$ cat src/rtl/tsf_pkg.sv
package tsf_pkg;

    localparam int FUNC_W    = 2;
    localparam int STAMP_W   = 64;
    localparam int STATE_W   = 8;
    localparam int JOINT_W   = 32;
    localparam int IN_JOINTS = 6;
    localparam int CNT_W     = 5;
    localparam int STATUS_W  = 3;
    localparam int MAXD_W    = 5;

    localparam int DEPTH_DEF  = 16;
    localparam int JOINTS_DEF = 6;

    localparam logic [MAXD_W-1:0] MAXD_RESET = 5'd16;

    // Configuration port: one register, so the index is the single word-address bit.
    localparam int APB_AW    = 3;
    localparam int APB_DW    = 32;
    localparam int REG_IDX_W = 1;
    localparam logic [REG_IDX_W-1:0] REG_MAX_DEPTH = 1'b0;

    typedef enum logic [FUNC_W-1:0] {
        FN_PUSH  = 2'd0,
        FN_READ  = 2'd1,
        FN_CLEAR = 2'd2,
        FN_NONE  = 2'd3
    } t_func;

    typedef enum logic [STATUS_W-1:0] {
        RS_PUSHED  = 3'd0,
        RS_STALE   = 3'd1,
        RS_ENTRY   = 3'd2,
        RS_EMPTY   = 3'd3,
        RS_CLEARED = 3'd4
    } t_status;

    typedef enum logic [2:0] {
        S_IDLE,
        S_PUSH_RD,
        S_PUSH_CMP,
        S_READ_RD,
        S_READ_OUT,
        S_STAT
    } t_state;

    typedef enum logic [1:0] {
        OS_PUSH,
        OS_ENTRY,
        OS_EMPTY,
        OS_CLEAR
    } t_out_sel;

    typedef struct packed {
        logic     load;
        logic     rd_en;
        logic     rd_entry;
        logic     out_load;
        t_out_sel out_sel;
    } t_dp_cmd;

    typedef struct packed {
        t_func in_func;
        logic  in_cnt_zero;
        logic  out_free;
        logic  idx_last;
        logic  func_clear;
    } t_dp_stat;

endpackage

$ cat src/rtl/tsf_if.sv
interface tsf_in_if import tsf_pkg::*; ();
    logic                 valid;
    logic                 ready;
    logic [FUNC_W-1:0]    func;
    logic [STAMP_W-1:0]   stamp;
    logic [STATE_W-1:0]   run_state;
    logic [JOINT_W-1:0]   joint_0;
    logic [JOINT_W-1:0]   joint_1;
    logic [JOINT_W-1:0]   joint_2;
    logic [JOINT_W-1:0]   joint_3;
    logic [JOINT_W-1:0]   joint_4;
    logic [JOINT_W-1:0]   joint_5;
    logic [CNT_W-1:0]     read_count;
    logic                 remove;

    modport source (
        output valid, func, stamp, run_state,
        output joint_0, joint_1, joint_2, joint_3, joint_4, joint_5,
        output read_count, remove,
        input  ready
    );
    modport sink (
        input  valid, func, stamp, run_state,
        input  joint_0, joint_1, joint_2, joint_3, joint_4, joint_5,
        input  read_count, remove,
        output ready
    );
endinterface

interface tsf_out_if import tsf_pkg::*; ();
    logic                 valid;
    logic                 ready;
    logic [STATUS_W-1:0]  status;
    logic [STAMP_W-1:0]   out_stamp;
    logic [STATE_W-1:0]   out_run_state;
    logic [JOINT_W-1:0]   out_joint_0;
    logic [JOINT_W-1:0]   out_joint_1;
    logic [JOINT_W-1:0]   out_joint_2;
    logic [JOINT_W-1:0]   out_joint_3;
    logic [JOINT_W-1:0]   out_joint_4;
    logic [JOINT_W-1:0]   out_joint_5;
    logic                 last;

    modport source (
        output valid, status, out_stamp, out_run_state,
        output out_joint_0, out_joint_1, out_joint_2, out_joint_3, out_joint_4, out_joint_5,
        output last,
        input  ready
    );
    modport sink (
        input  valid, status, out_stamp, out_run_state,
        input  out_joint_0, out_joint_1, out_joint_2, out_joint_3, out_joint_4, out_joint_5,
        input  last,
        output ready
    );
endinterface

$ cat src/rtl/tsf_regs.sv
module tsf_regs import tsf_pkg::*; (
    input  logic               i_clk,
    input  logic               i_rst_n,
    input  logic               psel,
    input  logic               penable,
    input  logic               pwrite,
    input  logic [APB_AW-1:0]  paddr,
    input  logic [APB_DW-1:0]  pwdata,
    output logic [APB_DW-1:0]  prdata,
    output logic               pready,
    output logic [MAXD_W-1:0]  o_max_depth
);

    logic [MAXD_W-1:0]    r_max_depth;
    logic [REG_IDX_W-1:0] reg_idx;
    logic                 wr_en;

    assign pready  = 1'b1;
    assign reg_idx = paddr[APB_AW-1 -: REG_IDX_W];
    assign wr_en   = psel && penable && pwrite && pready;

    always_ff @(posedge i_clk) begin
        if (!i_rst_n) begin
            r_max_depth <= MAXD_RESET;
        end else if (wr_en && (reg_idx == REG_MAX_DEPTH)) begin
            r_max_depth <= pwdata[MAXD_W-1:0];
        end
    end

    assign prdata      = (reg_idx == REG_MAX_DEPTH) ? APB_DW'(r_max_depth) : '0;
    assign o_max_depth = r_max_depth;

endmodule

$ cat src/rtl/tsf_ctrl.sv
module tsf_ctrl import tsf_pkg::*; (
    input  logic     i_clk,
    input  logic     i_rst_n,
    input  logic     i_in_valid,
    input  t_dp_stat i_stat,
    output logic     o_in_ready,
    output t_dp_cmd  o_cmd
);

    t_state r_state;
    t_state n_state;

    always_ff @(posedge i_clk) begin
        if (!i_rst_n) begin
            r_state <= S_IDLE;
        end else begin
            r_state <= n_state;
        end
    end

    always_comb begin
        n_state = r_state;
        unique case (r_state)
            S_IDLE: begin
                if (i_in_valid) begin
                    unique case (i_stat.in_func)
                        FN_PUSH:  n_state = S_PUSH_RD;
                        FN_READ:  n_state = i_stat.in_cnt_zero ? S_STAT : S_READ_RD;
                        FN_CLEAR: n_state = S_STAT;
                        FN_NONE:  n_state = S_IDLE;
                        default:  n_state = S_IDLE;
                    endcase
                end
            end
            S_PUSH_RD:  n_state = S_PUSH_CMP;
            S_PUSH_CMP: begin
                if (i_stat.out_free) n_state = S_IDLE;
            end
            S_READ_RD:  n_state = S_READ_OUT;
            S_READ_OUT: begin
                if (i_stat.out_free) n_state = i_stat.idx_last ? S_IDLE : S_READ_RD;
            end
            S_STAT: begin
                if (i_stat.out_free) n_state = S_IDLE;
            end
            default: n_state = S_IDLE;
        endcase
    end

    always_comb begin
        o_in_ready     = 1'b0;
        o_cmd.load     = 1'b0;
        o_cmd.rd_en    = 1'b0;
        o_cmd.rd_entry = 1'b0;
        o_cmd.out_load = 1'b0;
        o_cmd.out_sel  = OS_PUSH;
        unique case (r_state)
            S_IDLE: begin
                o_in_ready = 1'b1;
                o_cmd.load = i_in_valid;
            end
            S_PUSH_RD: begin
                o_cmd.rd_en = 1'b1;
            end
            S_PUSH_CMP: begin
                o_cmd.out_load = i_stat.out_free;
                o_cmd.out_sel  = OS_PUSH;
            end
            S_READ_RD: begin
                o_cmd.rd_en    = 1'b1;
                o_cmd.rd_entry = 1'b1;
            end
            S_READ_OUT: begin
                o_cmd.out_load = i_stat.out_free;
                o_cmd.out_sel  = OS_ENTRY;
            end
            S_STAT: begin
                o_cmd.out_load = i_stat.out_free;
                o_cmd.out_sel  = i_stat.func_clear ? OS_CLEAR : OS_EMPTY;
            end
            default: begin
                o_in_ready = 1'b0;
            end
        endcase
    end

endmodule

$ cat src/rtl/tsf_dp.sv
module tsf_dp import tsf_pkg::*; #(
    parameter int DEPTH  = DEPTH_DEF,
    parameter int JOINTS = JOINTS_DEF
) (
    input  logic                               i_clk,
    input  logic                               i_rst_n,
    input  t_dp_cmd                            i_cmd,
    output t_dp_stat                           o_stat,
    input  logic [MAXD_W-1:0]                  i_max_depth,
    input  logic [FUNC_W-1:0]                  i_func,
    input  logic [STAMP_W-1:0]                 i_stamp,
    input  logic [STATE_W-1:0]                 i_run_state,
    input  logic [IN_JOINTS-1:0][JOINT_W-1:0]  i_joint,
    input  logic [CNT_W-1:0]                   i_read_count,
    input  logic                               i_remove,
    input  logic                               i_out_ready,
    output logic                               o_out_valid,
    output logic [STATUS_W-1:0]                o_status,
    output logic [STAMP_W-1:0]                 o_stamp,
    output logic [STATE_W-1:0]                 o_run_state,
    output logic [IN_JOINTS-1:0][JOINT_W-1:0]  o_joint,
    output logic                               o_last
);

    localparam int OCC_W   = $clog2(DEPTH + 1);
    localparam int IDX_W   = (DEPTH > 1) ? $clog2(DEPTH) : 1;
    localparam int LIM_W   = (OCC_W > MAXD_W) ? OCC_W : MAXD_W;
    localparam int SUM_W   = OCC_W + 1;
    localparam int JBITS   = JOINT_W * JOINTS;
    localparam int WORD_W  = STAMP_W + STATE_W + JBITS;

    // Ring position of an offset from the oldest slot; the sum stays below twice the depth.
    function automatic logic [IDX_W-1:0] slot_of(input logic [IDX_W-1:0] base,
                                                 input logic [OCC_W-1:0] off);
        logic [SUM_W-1:0] sum;
        sum = SUM_W'(base) + SUM_W'(off);
        if (sum >= SUM_W'(DEPTH)) sum = sum - SUM_W'(DEPTH);
        return sum[IDX_W-1:0];
    endfunction

    logic [WORD_W-1:0] r_mem [DEPTH];
    logic [WORD_W-1:0] r_rd_data;

    logic [IDX_W-1:0] r_head, n_head;
    logic [OCC_W-1:0] r_occ, n_occ;
    logic [OCC_W-1:0] r_idx, n_idx;
    logic             r_out_valid, n_out_valid;

    t_func                            r_func;
    logic [STAMP_W-1:0]               r_stamp;
    logic [STATE_W-1:0]               r_run_state;
    logic [IN_JOINTS-1:0][JOINT_W-1:0] r_joint;
    logic                             r_remove;
    logic [OCC_W-1:0]                 r_cnt;

    t_status                          r_out_status;
    logic [STAMP_W-1:0]               r_out_stamp;
    logic [STATE_W-1:0]               r_out_run_state;
    logic [IN_JOINTS-1:0][JOINT_W-1:0] r_out_joint;
    logic                             r_out_last;

    t_func            in_func;
    logic [LIM_W-1:0] maxd_ext;
    logic [OCC_W-1:0] lim;
    logic [OCC_W-1:0] drop;
    logic [LIM_W-1:0] req_ext;
    logic [OCC_W-1:0] cnt;
    logic [OCC_W-1:0] newest_off;
    logic [IDX_W-1:0] rd_addr;
    logic [IDX_W-1:0] wr_slot;
    logic [WORD_W-1:0] wr_word;
    logic [JBITS-1:0] wr_joints;
    logic [STAMP_W-1:0] rd_stamp;
    logic             stale;
    logic             idx_last;
    logic             mem_we;
    logic [IN_JOINTS-1:0][JOINT_W-1:0] ent_joint;

    assign in_func  = t_func'(i_func);
    assign maxd_ext = LIM_W'(i_max_depth);
    assign req_ext  = LIM_W'(i_read_count);

    always_comb begin
        if (maxd_ext == '0) begin
            lim = OCC_W'(1);
        end else if (maxd_ext > LIM_W'(DEPTH)) begin
            lim = OCC_W'(DEPTH);
        end else begin
            lim = OCC_W'(maxd_ext);
        end
    end

    // When the store is at or above the limit, dropping the oldest entries leaves exactly one below it.
    assign drop = (r_occ >= lim) ? (r_occ - lim + OCC_W'(1)) : '0;
    assign cnt  = ((req_ext == '0) || (req_ext > LIM_W'(r_occ))) ? r_occ
                                                               : OCC_W'(i_read_count);

    assign newest_off = (r_occ == '0) ? '0 : (r_occ - OCC_W'(1));
    assign rd_addr    = i_cmd.rd_entry ? slot_of(r_head, r_idx) : slot_of(r_head, newest_off);
    assign wr_slot    = slot_of(r_head, r_occ);
    assign rd_stamp   = r_rd_data[WORD_W-1 -: STAMP_W];
    assign stale      = (r_occ != '0) && (rd_stamp >= r_stamp);
    assign idx_last   = ((r_idx + OCC_W'(1)) == r_cnt);
    assign mem_we     = i_cmd.out_load && (i_cmd.out_sel == OS_PUSH) && !stale;

    for (genvar j = 0; j < JOINTS; j++) begin : g_wr_joint
        if (j < IN_JOINTS) begin : g_used
            assign wr_joints[j*JOINT_W +: JOINT_W] = r_joint[j];
        end else begin : g_pad
            assign wr_joints[j*JOINT_W +: JOINT_W] = '0;
        end
    end

    for (genvar k = 0; k < IN_JOINTS; k++) begin : g_rd_joint
        if (k < JOINTS) begin : g_used
            assign ent_joint[k] = r_rd_data[k*JOINT_W +: JOINT_W];
        end else begin : g_pad
            assign ent_joint[k] = '0;
        end
    end

    assign wr_word = {r_stamp, r_run_state, wr_joints};

    always_ff @(posedge i_clk) begin
        if (mem_we) begin
            r_mem[wr_slot] <= wr_word;
        end
    end

    always_ff @(posedge i_clk) begin
        if (i_cmd.rd_en) begin
            r_rd_data <= r_mem[rd_addr];
        end
    end

    always_comb begin
        n_head      = r_head;
        n_occ       = r_occ;
        n_idx       = r_idx;
        n_out_valid = r_out_valid && !i_out_ready;
        if (i_cmd.load) begin
            n_idx = '0;
            case (in_func)
                FN_PUSH: begin
                    n_head = slot_of(r_head, drop);
                    n_occ  = r_occ - drop;
                end
                FN_CLEAR: begin
                    n_head = '0;
                    n_occ  = '0;
                end
                default: begin
                    n_head = r_head;
                end
            endcase
        end
        if (i_cmd.out_load) begin
            n_out_valid = 1'b1;
            case (i_cmd.out_sel)
                OS_PUSH: begin
                    if (!stale) n_occ = r_occ + OCC_W'(1);
                end
                OS_ENTRY: begin
                    n_idx = r_idx + OCC_W'(1);
                    if (idx_last && r_remove) begin
                        n_head = slot_of(r_head, r_cnt);
                        n_occ  = r_occ - r_cnt;
                    end
                end
                default: begin
                    n_idx = r_idx;
                end
            endcase
        end
    end

    always_ff @(posedge i_clk) begin
        if (!i_rst_n) begin
            r_head      <= '0;
            r_occ       <= '0;
            r_idx       <= '0;
            r_out_valid <= 1'b0;
        end else begin
            r_head      <= n_head;
            r_occ       <= n_occ;
            r_idx       <= n_idx;
            r_out_valid <= n_out_valid;
        end
    end

    always_ff @(posedge i_clk) begin
        if (i_cmd.load) begin
            r_func      <= in_func;
            r_stamp     <= i_stamp;
            r_run_state <= i_run_state;
            r_joint     <= i_joint;
            r_remove    <= i_remove;
            r_cnt       <= cnt;
        end
    end

    always_ff @(posedge i_clk) begin
        if (i_cmd.out_load) begin
            r_out_stamp     <= '0;
            r_out_run_state <= '0;
            r_out_joint     <= '0;
            r_out_last      <= 1'b1;
            case (i_cmd.out_sel)
                OS_PUSH:  r_out_status <= stale ? RS_STALE : RS_PUSHED;
                OS_ENTRY: begin
                    r_out_status    <= RS_ENTRY;
                    r_out_stamp     <= rd_stamp;
                    r_out_run_state <= r_rd_data[JBITS +: STATE_W];
                    r_out_joint     <= ent_joint;
                    r_out_last      <= idx_last;
                end
                OS_EMPTY: r_out_status <= RS_EMPTY;
                OS_CLEAR: r_out_status <= RS_CLEARED;
                default:  r_out_status <= RS_EMPTY;
            endcase
        end
    end

    assign o_out_valid = r_out_valid;
    assign o_status    = r_out_status;
    assign o_stamp     = r_out_stamp;
    assign o_run_state = r_out_run_state;
    assign o_joint     = r_out_joint;
    assign o_last      = r_out_last;

    assign o_stat.in_func     = in_func;
    assign o_stat.in_cnt_zero = (cnt == '0);
    assign o_stat.out_free    = !r_out_valid || i_out_ready;
    assign o_stat.idx_last    = idx_last;
    assign o_stat.func_clear  = (r_func == FN_CLEAR);

    a_occ_bound: assert property (@(posedge i_clk) disable iff (!i_rst_n)
        r_occ <= OCC_W'(DEPTH))
        else $error("occupancy above depth");

    a_head_bound: assert property (@(posedge i_clk) disable iff (!i_rst_n)
        SUM_W'(r_head) < SUM_W'(DEPTH))
        else $error("head slot outside the ring");

    a_push_grows: assert property (@(posedge i_clk) disable iff (!i_rst_n)
        mem_we |=> (r_occ == $past(r_occ) + OCC_W'(1)))
        else $error("stored push did not raise occupancy");

    a_no_overwrite: assert property (@(posedge i_clk) disable iff (!i_rst_n)
        i_cmd.out_load |-> (!r_out_valid || i_out_ready))
        else $error("result register overwritten while its beat is pending");

endmodule

$ cat src/rtl/timestamped_sample_fifo.sv
// Channel   Dir  Handshake        Beat contents
// i_item    in   valid/ready      func, stamp, run_state, joint_0..5, read_count, remove
// o_result  out  valid/ready      status, out_stamp, out_run_state, out_joint_0..5, last
// apb       in   psel/penable     max_depth at byte address 0, pready tied high
//
// A push steps through accept, read of the newest stamp, then compare and store.
// A read is accepted, then each entry takes a read and an output step, set by the
// single memory read port, registered data; a clear or empty read takes a status step.
// Results wait in one output register; a stalled consumer holds the sequencer.
// Synchronous active-low reset empties the store at once; entries are never cleared.
module timestamped_sample_fifo import tsf_pkg::*; #(
    parameter int DEPTH  = DEPTH_DEF,
    parameter int JOINTS = JOINTS_DEF
) (
    input  logic              i_clk,
    input  logic              i_rst_n,
    tsf_in_if.sink            i_item,
    tsf_out_if.source         o_result,
    input  logic              psel,
    input  logic              penable,
    input  logic              pwrite,
    input  logic [APB_AW-1:0] paddr,
    input  logic [APB_DW-1:0] pwdata,
    output logic [APB_DW-1:0] prdata,
    output logic              pready
);

    t_dp_cmd                           cmd;
    t_dp_stat                          stat;
    logic [MAXD_W-1:0]                 max_depth;
    logic [IN_JOINTS-1:0][JOINT_W-1:0] item_joint;
    logic [IN_JOINTS-1:0][JOINT_W-1:0] res_joint;

    assign item_joint[0] = i_item.joint_0;
    assign item_joint[1] = i_item.joint_1;
    assign item_joint[2] = i_item.joint_2;
    assign item_joint[3] = i_item.joint_3;
    assign item_joint[4] = i_item.joint_4;
    assign item_joint[5] = i_item.joint_5;

    assign o_result.out_joint_0 = res_joint[0];
    assign o_result.out_joint_1 = res_joint[1];
    assign o_result.out_joint_2 = res_joint[2];
    assign o_result.out_joint_3 = res_joint[3];
    assign o_result.out_joint_4 = res_joint[4];
    assign o_result.out_joint_5 = res_joint[5];

    tsf_regs u_regs (
        .i_clk       (i_clk),
        .i_rst_n     (i_rst_n),
        .psel        (psel),
        .penable     (penable),
        .pwrite      (pwrite),
        .paddr       (paddr),
        .pwdata      (pwdata),
        .prdata      (prdata),
        .pready      (pready),
        .o_max_depth (max_depth)
    );

    tsf_ctrl u_ctrl (
        .i_clk      (i_clk),
        .i_rst_n    (i_rst_n),
        .i_in_valid (i_item.valid),
        .i_stat     (stat),
        .o_in_ready (i_item.ready),
        .o_cmd      (cmd)
    );

    tsf_dp #(
        .DEPTH  (DEPTH),
        .JOINTS (JOINTS)
    ) u_dp (
        .i_clk        (i_clk),
        .i_rst_n      (i_rst_n),
        .i_cmd        (cmd),
        .o_stat       (stat),
        .i_max_depth  (max_depth),
        .i_func       (i_item.func),
        .i_stamp      (i_item.stamp),
        .i_run_state  (i_item.run_state),
        .i_joint      (item_joint),
        .i_read_count (i_item.read_count),
        .i_remove     (i_item.remove),
        .i_out_ready  (o_result.ready),
        .o_out_valid  (o_result.valid),
        .o_status     (o_result.status),
        .o_stamp      (o_result.out_stamp),
        .o_run_state  (o_result.out_run_state),
        .o_joint      (res_joint),
        .o_last       (o_result.last)
    );

endmodule
$ cat src/flat_wrapper.sv
// flat-port wrapper written by rule: the top's interface ports become plain ports
module timestamped_sample_fifo_flat import tsf_pkg::*;
#(
    parameter int DEPTH  = DEPTH_DEF,
    parameter int JOINTS = JOINTS_DEF
)
  (i_clk, i_rst_n, psel, penable, pwrite, paddr, pwdata, prdata, pready, i_item_valid, i_item_func, i_item_stamp, i_item_run_state, i_item_joint_0, i_item_joint_1, i_item_joint_2, i_item_joint_3, i_item_joint_4, i_item_joint_5, i_item_read_count, i_item_remove, i_item_ready, o_result_valid, o_result_status, o_result_out_stamp, o_result_out_run_state, o_result_out_joint_0, o_result_out_joint_1, o_result_out_joint_2, o_result_out_joint_3, o_result_out_joint_4, o_result_out_joint_5, o_result_last, o_result_ready);
  tsf_in_if i_item_i ();
  tsf_out_if o_result_i ();
  input  logic i_clk;
  input  logic i_rst_n;
  input  logic psel;
  input  logic penable;
  input  logic pwrite;
  input  logic [APB_AW-1:0] paddr;
  input  logic [APB_DW-1:0] pwdata;
  output logic [APB_DW-1:0] prdata;
  output logic pready;
  input wire logic [$bits(i_item_i.valid)-1:0] i_item_valid;
  input wire logic [$bits(i_item_i.func)-1:0] i_item_func;
  input wire logic [$bits(i_item_i.stamp)-1:0] i_item_stamp;
  input wire logic [$bits(i_item_i.run_state)-1:0] i_item_run_state;
  input wire logic [$bits(i_item_i.joint_0)-1:0] i_item_joint_0;
  input wire logic [$bits(i_item_i.joint_1)-1:0] i_item_joint_1;
  input wire logic [$bits(i_item_i.joint_2)-1:0] i_item_joint_2;
  input wire logic [$bits(i_item_i.joint_3)-1:0] i_item_joint_3;
  input wire logic [$bits(i_item_i.joint_4)-1:0] i_item_joint_4;
  input wire logic [$bits(i_item_i.joint_5)-1:0] i_item_joint_5;
  input wire logic [$bits(i_item_i.read_count)-1:0] i_item_read_count;
  input wire logic [$bits(i_item_i.remove)-1:0] i_item_remove;
  output wire logic [$bits(i_item_i.ready)-1:0] i_item_ready;
  output wire logic [$bits(o_result_i.valid)-1:0] o_result_valid;
  output wire logic [$bits(o_result_i.status)-1:0] o_result_status;
  output wire logic [$bits(o_result_i.out_stamp)-1:0] o_result_out_stamp;
  output wire logic [$bits(o_result_i.out_run_state)-1:0] o_result_out_run_state;
  output wire logic [$bits(o_result_i.out_joint_0)-1:0] o_result_out_joint_0;
  output wire logic [$bits(o_result_i.out_joint_1)-1:0] o_result_out_joint_1;
  output wire logic [$bits(o_result_i.out_joint_2)-1:0] o_result_out_joint_2;
  output wire logic [$bits(o_result_i.out_joint_3)-1:0] o_result_out_joint_3;
  output wire logic [$bits(o_result_i.out_joint_4)-1:0] o_result_out_joint_4;
  output wire logic [$bits(o_result_i.out_joint_5)-1:0] o_result_out_joint_5;
  output wire logic [$bits(o_result_i.last)-1:0] o_result_last;
  input wire logic [$bits(o_result_i.ready)-1:0] o_result_ready;
  assign i_item_i.valid = i_item_valid;
  assign i_item_i.func = i_item_func;
  assign i_item_i.stamp = i_item_stamp;
  assign i_item_i.run_state = i_item_run_state;
  assign i_item_i.joint_0 = i_item_joint_0;
  assign i_item_i.joint_1 = i_item_joint_1;
  assign i_item_i.joint_2 = i_item_joint_2;
  assign i_item_i.joint_3 = i_item_joint_3;
  assign i_item_i.joint_4 = i_item_joint_4;
  assign i_item_i.joint_5 = i_item_joint_5;
  assign i_item_i.read_count = i_item_read_count;
  assign i_item_i.remove = i_item_remove;
  assign i_item_ready = i_item_i.ready;
  assign o_result_valid = o_result_i.valid;
  assign o_result_status = o_result_i.status;
  assign o_result_out_stamp = o_result_i.out_stamp;
  assign o_result_out_run_state = o_result_i.out_run_state;
  assign o_result_out_joint_0 = o_result_i.out_joint_0;
  assign o_result_out_joint_1 = o_result_i.out_joint_1;
  assign o_result_out_joint_2 = o_result_i.out_joint_2;
  assign o_result_out_joint_3 = o_result_i.out_joint_3;
  assign o_result_out_joint_4 = o_result_i.out_joint_4;
  assign o_result_out_joint_5 = o_result_i.out_joint_5;
  assign o_result_last = o_result_i.last;
  assign o_result_i.ready = o_result_ready;
  timestamped_sample_fifo #(.DEPTH(DEPTH), .JOINTS(JOINTS)) u_core (.i_clk(i_clk), .i_rst_n(i_rst_n), .i_item(i_item_i), .o_result(o_result_i), .psel(psel), .penable(penable), .pwrite(pwrite), .paddr(paddr), .pwdata(pwdata), .prdata(prdata), .pready(pready));
endmodule
$ cat config.mk
export PLATFORM = sky130hd
export DESIGN_NAME = timestamped_sample_fifo_flat
export DESIGN_NICKNAME = d
export VERILOG_FILES = /design/src/rtl/tsf_pkg.sv /design/src/rtl/tsf_if.sv /design/src/rtl/tsf_regs.sv /design/src/rtl/tsf_ctrl.sv /design/src/rtl/tsf_dp.sv /design/src/rtl/timestamped_sample_fifo.sv /design/src/flat_wrapper.sv
export SDC_FILE = /design/constraint.sdc
export NUM_CORES = 2
export LEC_CHECK = 0
export BUFFER_PORTS_ARGS = -buffer_cell sky130_fd_sc_hd__buf_2
export CORE_MARGIN = 2
export CORE_UTILIZATION = 48
export DETAILED_ROUTE_END_ITERATION = 16
export SYNTH_ARGS = -nofsm -noshare
export SYNTH_HDL_FRONTEND = slang
export SYNTH_MEMORY_MAX_BITS = 65536
export SYNTH_SLANG_ARGS = --single-unit
$ cat constraint.sdc
create_clock -name i_clk -period 73 [get_ports i_clk]
set_input_delay 14.6 -clock i_clk [delete_from_list [all_inputs] [get_ports i_clk]]
set_output_delay 14.6 -clock i_clk [all_outputs]
set_load 0.02 [all_outputs]
# After elaboration in Yosys (flattened, before gate mapping)

Memories as Yosys holds them, arrays and structs flattened. A register that Yosys moved wholly into a read port is not among the register bits.
Cells that the tools add are included.

Flip-flop bits (word level): 563
Memory bits (writable): 4224
Logic and storage cells: 140
Memories kept: 1

Memories:

| name              | words | width | rd ports | clocked after memory_dff | write ports | RTL line     | source |
|---|---|---|---|---|---|---|---|
| u_core.u_dp.r_mem | 16    | 264   | 1        | 1                        | 1           | tsf_dp.sv:41 | `logic [WORD_W-1:0] r_mem [DEPTH];` |

$add $sub $neg: 17
Magnitude comparators: 9
Equality and inequality tests: 17
Muxes and demuxes: 44
Bitwise operators: 1
Reductions and logical operators: 24

Operators with widths:

| kind                | count |
|---|---|
| $ge 64x64->1        | 1 |
| $mux 5              | 12 |
| $mux 4              | 10 |
| $add 4x5->6         | 5 |
| $ge 6x5->1 const B  | 5 |
| $pmux 5 s2          | 3 |
| $pmux 3 s4          | 2 |
| $logic_not 5->1     | 4 |
| $sub 4x1->4 const B | 5 |
| $add 5x1->5 const B | 3 |
| $pmux 3 s5          | 1 |
| $sub 5x5->5         | 3 |
| $mux 3              | 4 |
| $eq 2x2->1 const B  | 5 |
| $mux 1              | 9 |
| $pmux 3 s3          | 1 |
| $logic_and 1x1->1   | 8 |
| $pmux 4 s2          | 1 |
| $eq 3x2->1 const B  | 2 |
| $eq 3x3->1 const B  | 2 |
| $eq 5x5->1          | 1 |
| $ge 5x5->1          | 1 |
| $gt 5x5->1          | 1 |
| $gt 5x5->1 const B  | 1 |
| 15 further kinds    | 22 |

# Longest topological paths before layout

Depth in word-level cells: 14
Mapped depth: 19

# Modules after synthesis

From an unflattened synthesis, not the netlist that was laid out.

Cells, all modules: 7595
Area, all modules: 188816.1 sq um

By module, submodules not included:

| module   | times used | cells each | area each (sq um) | seq. area each (sq um) |
|---|---|---|---|---|
| tsf_dp   | 1          | 7502       | 188041.6          | 151285.1 |
| tsf_regs | 1          | 58         | 479.2             | 100.1 |
| tsf_ctrl | 1          | 35         | 295.3             | 60.1 |

# Worst setup path after synthesis

OpenSTA, ideal clock, no wires.

Kind: input to register
Start point: in o_result_ready
End point: mem u_core.u_dp.r_mem[3][0] in the netlist's numbering, enable pin
Setup time: 660 ps
Data arrival time: 34855 ps
Required time: 72340 ps
Path slack: 37484 ps
Stages on the path: 6
Buffers on the path: 1
Cell sequence: nor2b_1 > clkbuf_1 > nor2_1 > nand2_1 > nor4_2 > and3_1

RTL lines:

| element         | RTL line           | source |
|---|---|---|
| start, declared | flat_wrapper.sv:43 | `input wire logic [$bits(o_result_i.ready)-1:0] o_result_ready;` |
| end, declared   | tsf_dp.sv:41       |  |

# Worst setup path in the final report

Start point: in paddr[2]
End point: out prdata[1]

Longest elaborated chain between the ends: 1

Ends and longest elaborated chain:

| element         | RTL line           | source |
|---|---|---|
| start, declared | flat_wrapper.sv:15 | `input logic [APB_AW-1:0] paddr;` |
| $mux 5          | tsf_regs.sv:30     | `assign prdata = (reg_idx == REG_MAX_DEPTH) ? APB_DW'(r_max_depth) : '0;` |
| end, declared   | flat_wrapper.sv:17 | `output logic [APB_DW-1:0] prdata;` |

Every way passes these cells.

==> out/results.tsv <==
metric	value	unit
status	finished, final reports clean	
EDFF count, synth	5028	
Routed Antenna Nets	0	
DR pass1 iterations	6	
Final GP Congestion	0.780	
Reg2Reg Setup Slack	64400	ps
cell with the most instances after synthesis	edfxtp_1	
met3 wire length	27100	um
number of global-route vias before repair	86748	
worst-path maximum fanout	6	
nets	8907	
crit path cell chain	buf_2 -> nor2b_1 -> buf_2	
number of max-cap violations	0	
power per cell area	32.9	nW/um2
Finish-stage setup viols	0	
Syn Inst Count	7586	
Crit path max-delay family	buffers and inverters	
CTS Buffer Depth	4	
worst path arrival time	15020	ps
Critical Path Most Common Cell	buf_2	
H-tree depth	6	
Worst Reg-to-Reg Cells	14	
io pins	617	
Area after DPL	198000	um2
Initial Util	48.1	%
fmax	0.0338	GHz
initial detailed-routing violation count	8505	
Slew HR	24.8	%
cts repair resizes	0	
Die W	631	um
Hold Crit Class	flop to flop	
worst-case clock skew	40.8	ps
largest cells by area after synthesis	edfxtp_1 80%, mux4_2 16%, and2_1 0.92%	
largest net degree at the start of global routing	143	
CTS tree	built	
Worst Setup Path Type	primary input to primary output	
hold depth	2	
Hold Path End	u_core.u_dp.r_idx[4]$_SDFFE_PN0P_	
slowest CP cell	buf_2	
first-pass GRT wire length	626000	um
die area	398000	um2
Leak Pwr	67.6	nW
total chip power	7.06	mW
Worst setup EP type	primary output	
remaining global-route overflow	0	
max incr delay on CP	170	ps
clock sink count	5051	
reg2reg start	u_core.u_dp.r_stamp[29]$_DFFE_PP_	
Num CTS Buffers	533	
initial antenna violation count	45	
Netlist Area Pre-Place	189000	um2
via count	82970	
synth cell count leaders	5,028 x edfxtp_1, 1,320 x mux4_2, 302 x clkbuf_1	
Synth cell types	59	
WL met2	215000	um
Yosys top cell by area	edfxtp_1	
Clock Latency Late Sink	1030	ps
min-delay src	u_core.u_dp.r_idx[4]$_SDFFE_PN0P_	
VDD IR max	0.0231	mV
startpoint types	primary input	
Yosys reg bits	5051	
ys flop type	edfxtp_1	
clock root cell	clkbuf_16	
FF-to-FF End	u_core.u_dp.r_mem[13][175]$_DFFE_PP_	
register area share after synthesis	80.3	%
Met1 Routed Length	187000	um
Ys Warns	0	
vias per cell	5.88	
top cell type's share of synthesized area	80.1	%
Total Wirelength	440000	um
Die H	631	um
Setup Buffers After CTS	0	
crit path buf inv count	2	
DRC Markers	0	
Tmin final	29620	ps
core footprint	392000	um2
fin crit share	40.6	%
final count of hold timing violations	0	
max-slew violation count	0	
GRT Total Usage	22.0	%
share of cells above drive strength 1	31.3	%
worst-margin pin slew	1130	ps
RSZ-0062 raised after global routing	no	
Req. time, crit path	58400	ps
Clock transition at path regs	60	ps
number of port buffers	559	
Hold-fix buffers, CTS	0	
row count	230	
Post-synth ARST share	0	%
area grow syn2layout	13.9	%
Detailed Place HPWL	217000	um
setup tns final	0	ps
final instance area	215000	um2
DR WL/cell	31.2	um
Highest Signal Layer	met5	
Mean Syn Cell Area	24.9	um2
[worst max-delay path by stage]
stage,from,end,slack (ps),cells after the start
2_1_floorplan,o_result_ready,u_core.u_dp.r_mem[3][0]$_DFFE_PP_,37480,6
3_3_place_gp,paddr[2],prdata[1],43360,3
3_5_place_dp,paddr[2],prdata[2],43370,3
4_1_cts,paddr[2],prdata[2],43370,3
5_1_grt,paddr[2],prdata[1],43340,3
6_report,paddr[2],prdata[1],43380,3
[worst reg2reg max path: cells and delay by family, from the launching register on]
family,cells,cell delay [ps]
buffers and inverters,5,3250
AO/OA/AOI/OAI,6,2850
AND/OR/NAND/NOR,2,1110
flip-flops,1,660
adder cells (fa/ha/maj),1,310
[cell type report]
| type | instances | area (um2) |
|---|---|---|
| Fill cell | 29089 | 177000 |
| Sequential cell | 5051 | 151000 |
| Multi-Input combinational cell | 2102 | 35400 |
| Clock buffer | 660 | 14100 |
| Tap cell | 5220 | 6530 |
| Timing Repair Buffer | 696 | 4330 |
| Clock inverter | 284 | 2550 |
| Inverter | 93 | 357 |
| Antenna cell | 15 | 37.5 |
[kinds of logic (layout without fill, tap and decap cells)]
logic type,after synthesis,in the layout,share of synthesized area [%]
AOI/OAI and AO/OA,150,150,0.529
buffers and inverters,459,1733,1.03
muxes,1329,1329,15.8
other,2,43,0.00398
and+or+nand+nor,448,448,1.39
xor gates and xnor gates,31,31,0.144
adders and majority gates,116,116,0.801
DFF,5051,5051,80.3
[registers in the layout, summed over array words and instances, names as in the netlist, 8 cells and up]
| signal | cells |
|---|---|
| u_core.u_dp.r_joint | 192 |
| u_core.u_dp.o_stamp | 64 |
| u_core.u_dp.o_joint | 192 |
| u_core.u_dp.r_run_state | 8 |
| u_core.u_dp.r_mem | 4224 |
| u_core.u_dp.r_stamp | 64 |
| u_core.u_dp.r_rd_data | 264 |
| u_core.u_dp.o_run_state | 8 |
[placed cells by master, fill, tap and decap left out, types with 12 or more instances in the layout]
cell          n
clkinv_1     98
conb_1       28
bufinv_16    34
nor2b_1      12
edfxtp_1   5028
inv_6        27
buf_4        97
nor3_1       12
clkbuf_1    113
nor2_1       30
a21o_1       20
buf_2       559
xor2_1       12
inv_1        91
o21ai_0      30
nand4_1      14
nand2_1      45
buf_12       40
and2_1      269
clkinv_2     89
xnor2_1      17
mux4_2     1320
ha_1        106
diode_2      15
clkbuf_16   542
and2_4       12
dfxtp_1      23
nand3_1      17
a21oi_1      48
[report_power, final]
group	switching, mW	leakage, nW	internal, mW
Sequential	0.0893	45.7	3.37
Clock	1.10	8.14	1.49
Combinational	0.502	13.7	0.510
Total	1.69	67.6	5.37
[layer usage]
| layer | GRT usage [%] | vias up |
|---|---|---|
| met4 | 5.85 | 8 |
| met1 | 31.3 | 45276 |
| met3 | 3.75 | 666 |
| met5 | 0 | - |
| met2 | 35.5 | 2822 |
| li1 | - | 34198 |
[stage by stage]
stage	util [%]	setup WS (ps)	cells	hold slack, ps
floorplan	-	37480	7612	470
global placement	50.5	43360	13162	504
detailed placement	50.5	43370	13162	505
CTS	54.8	43370	14106	511
global route	54.8	43340	14112	520
finish	54.8	43380	14121	507
No activity file was read; power rests on OpenSTA's default activity.
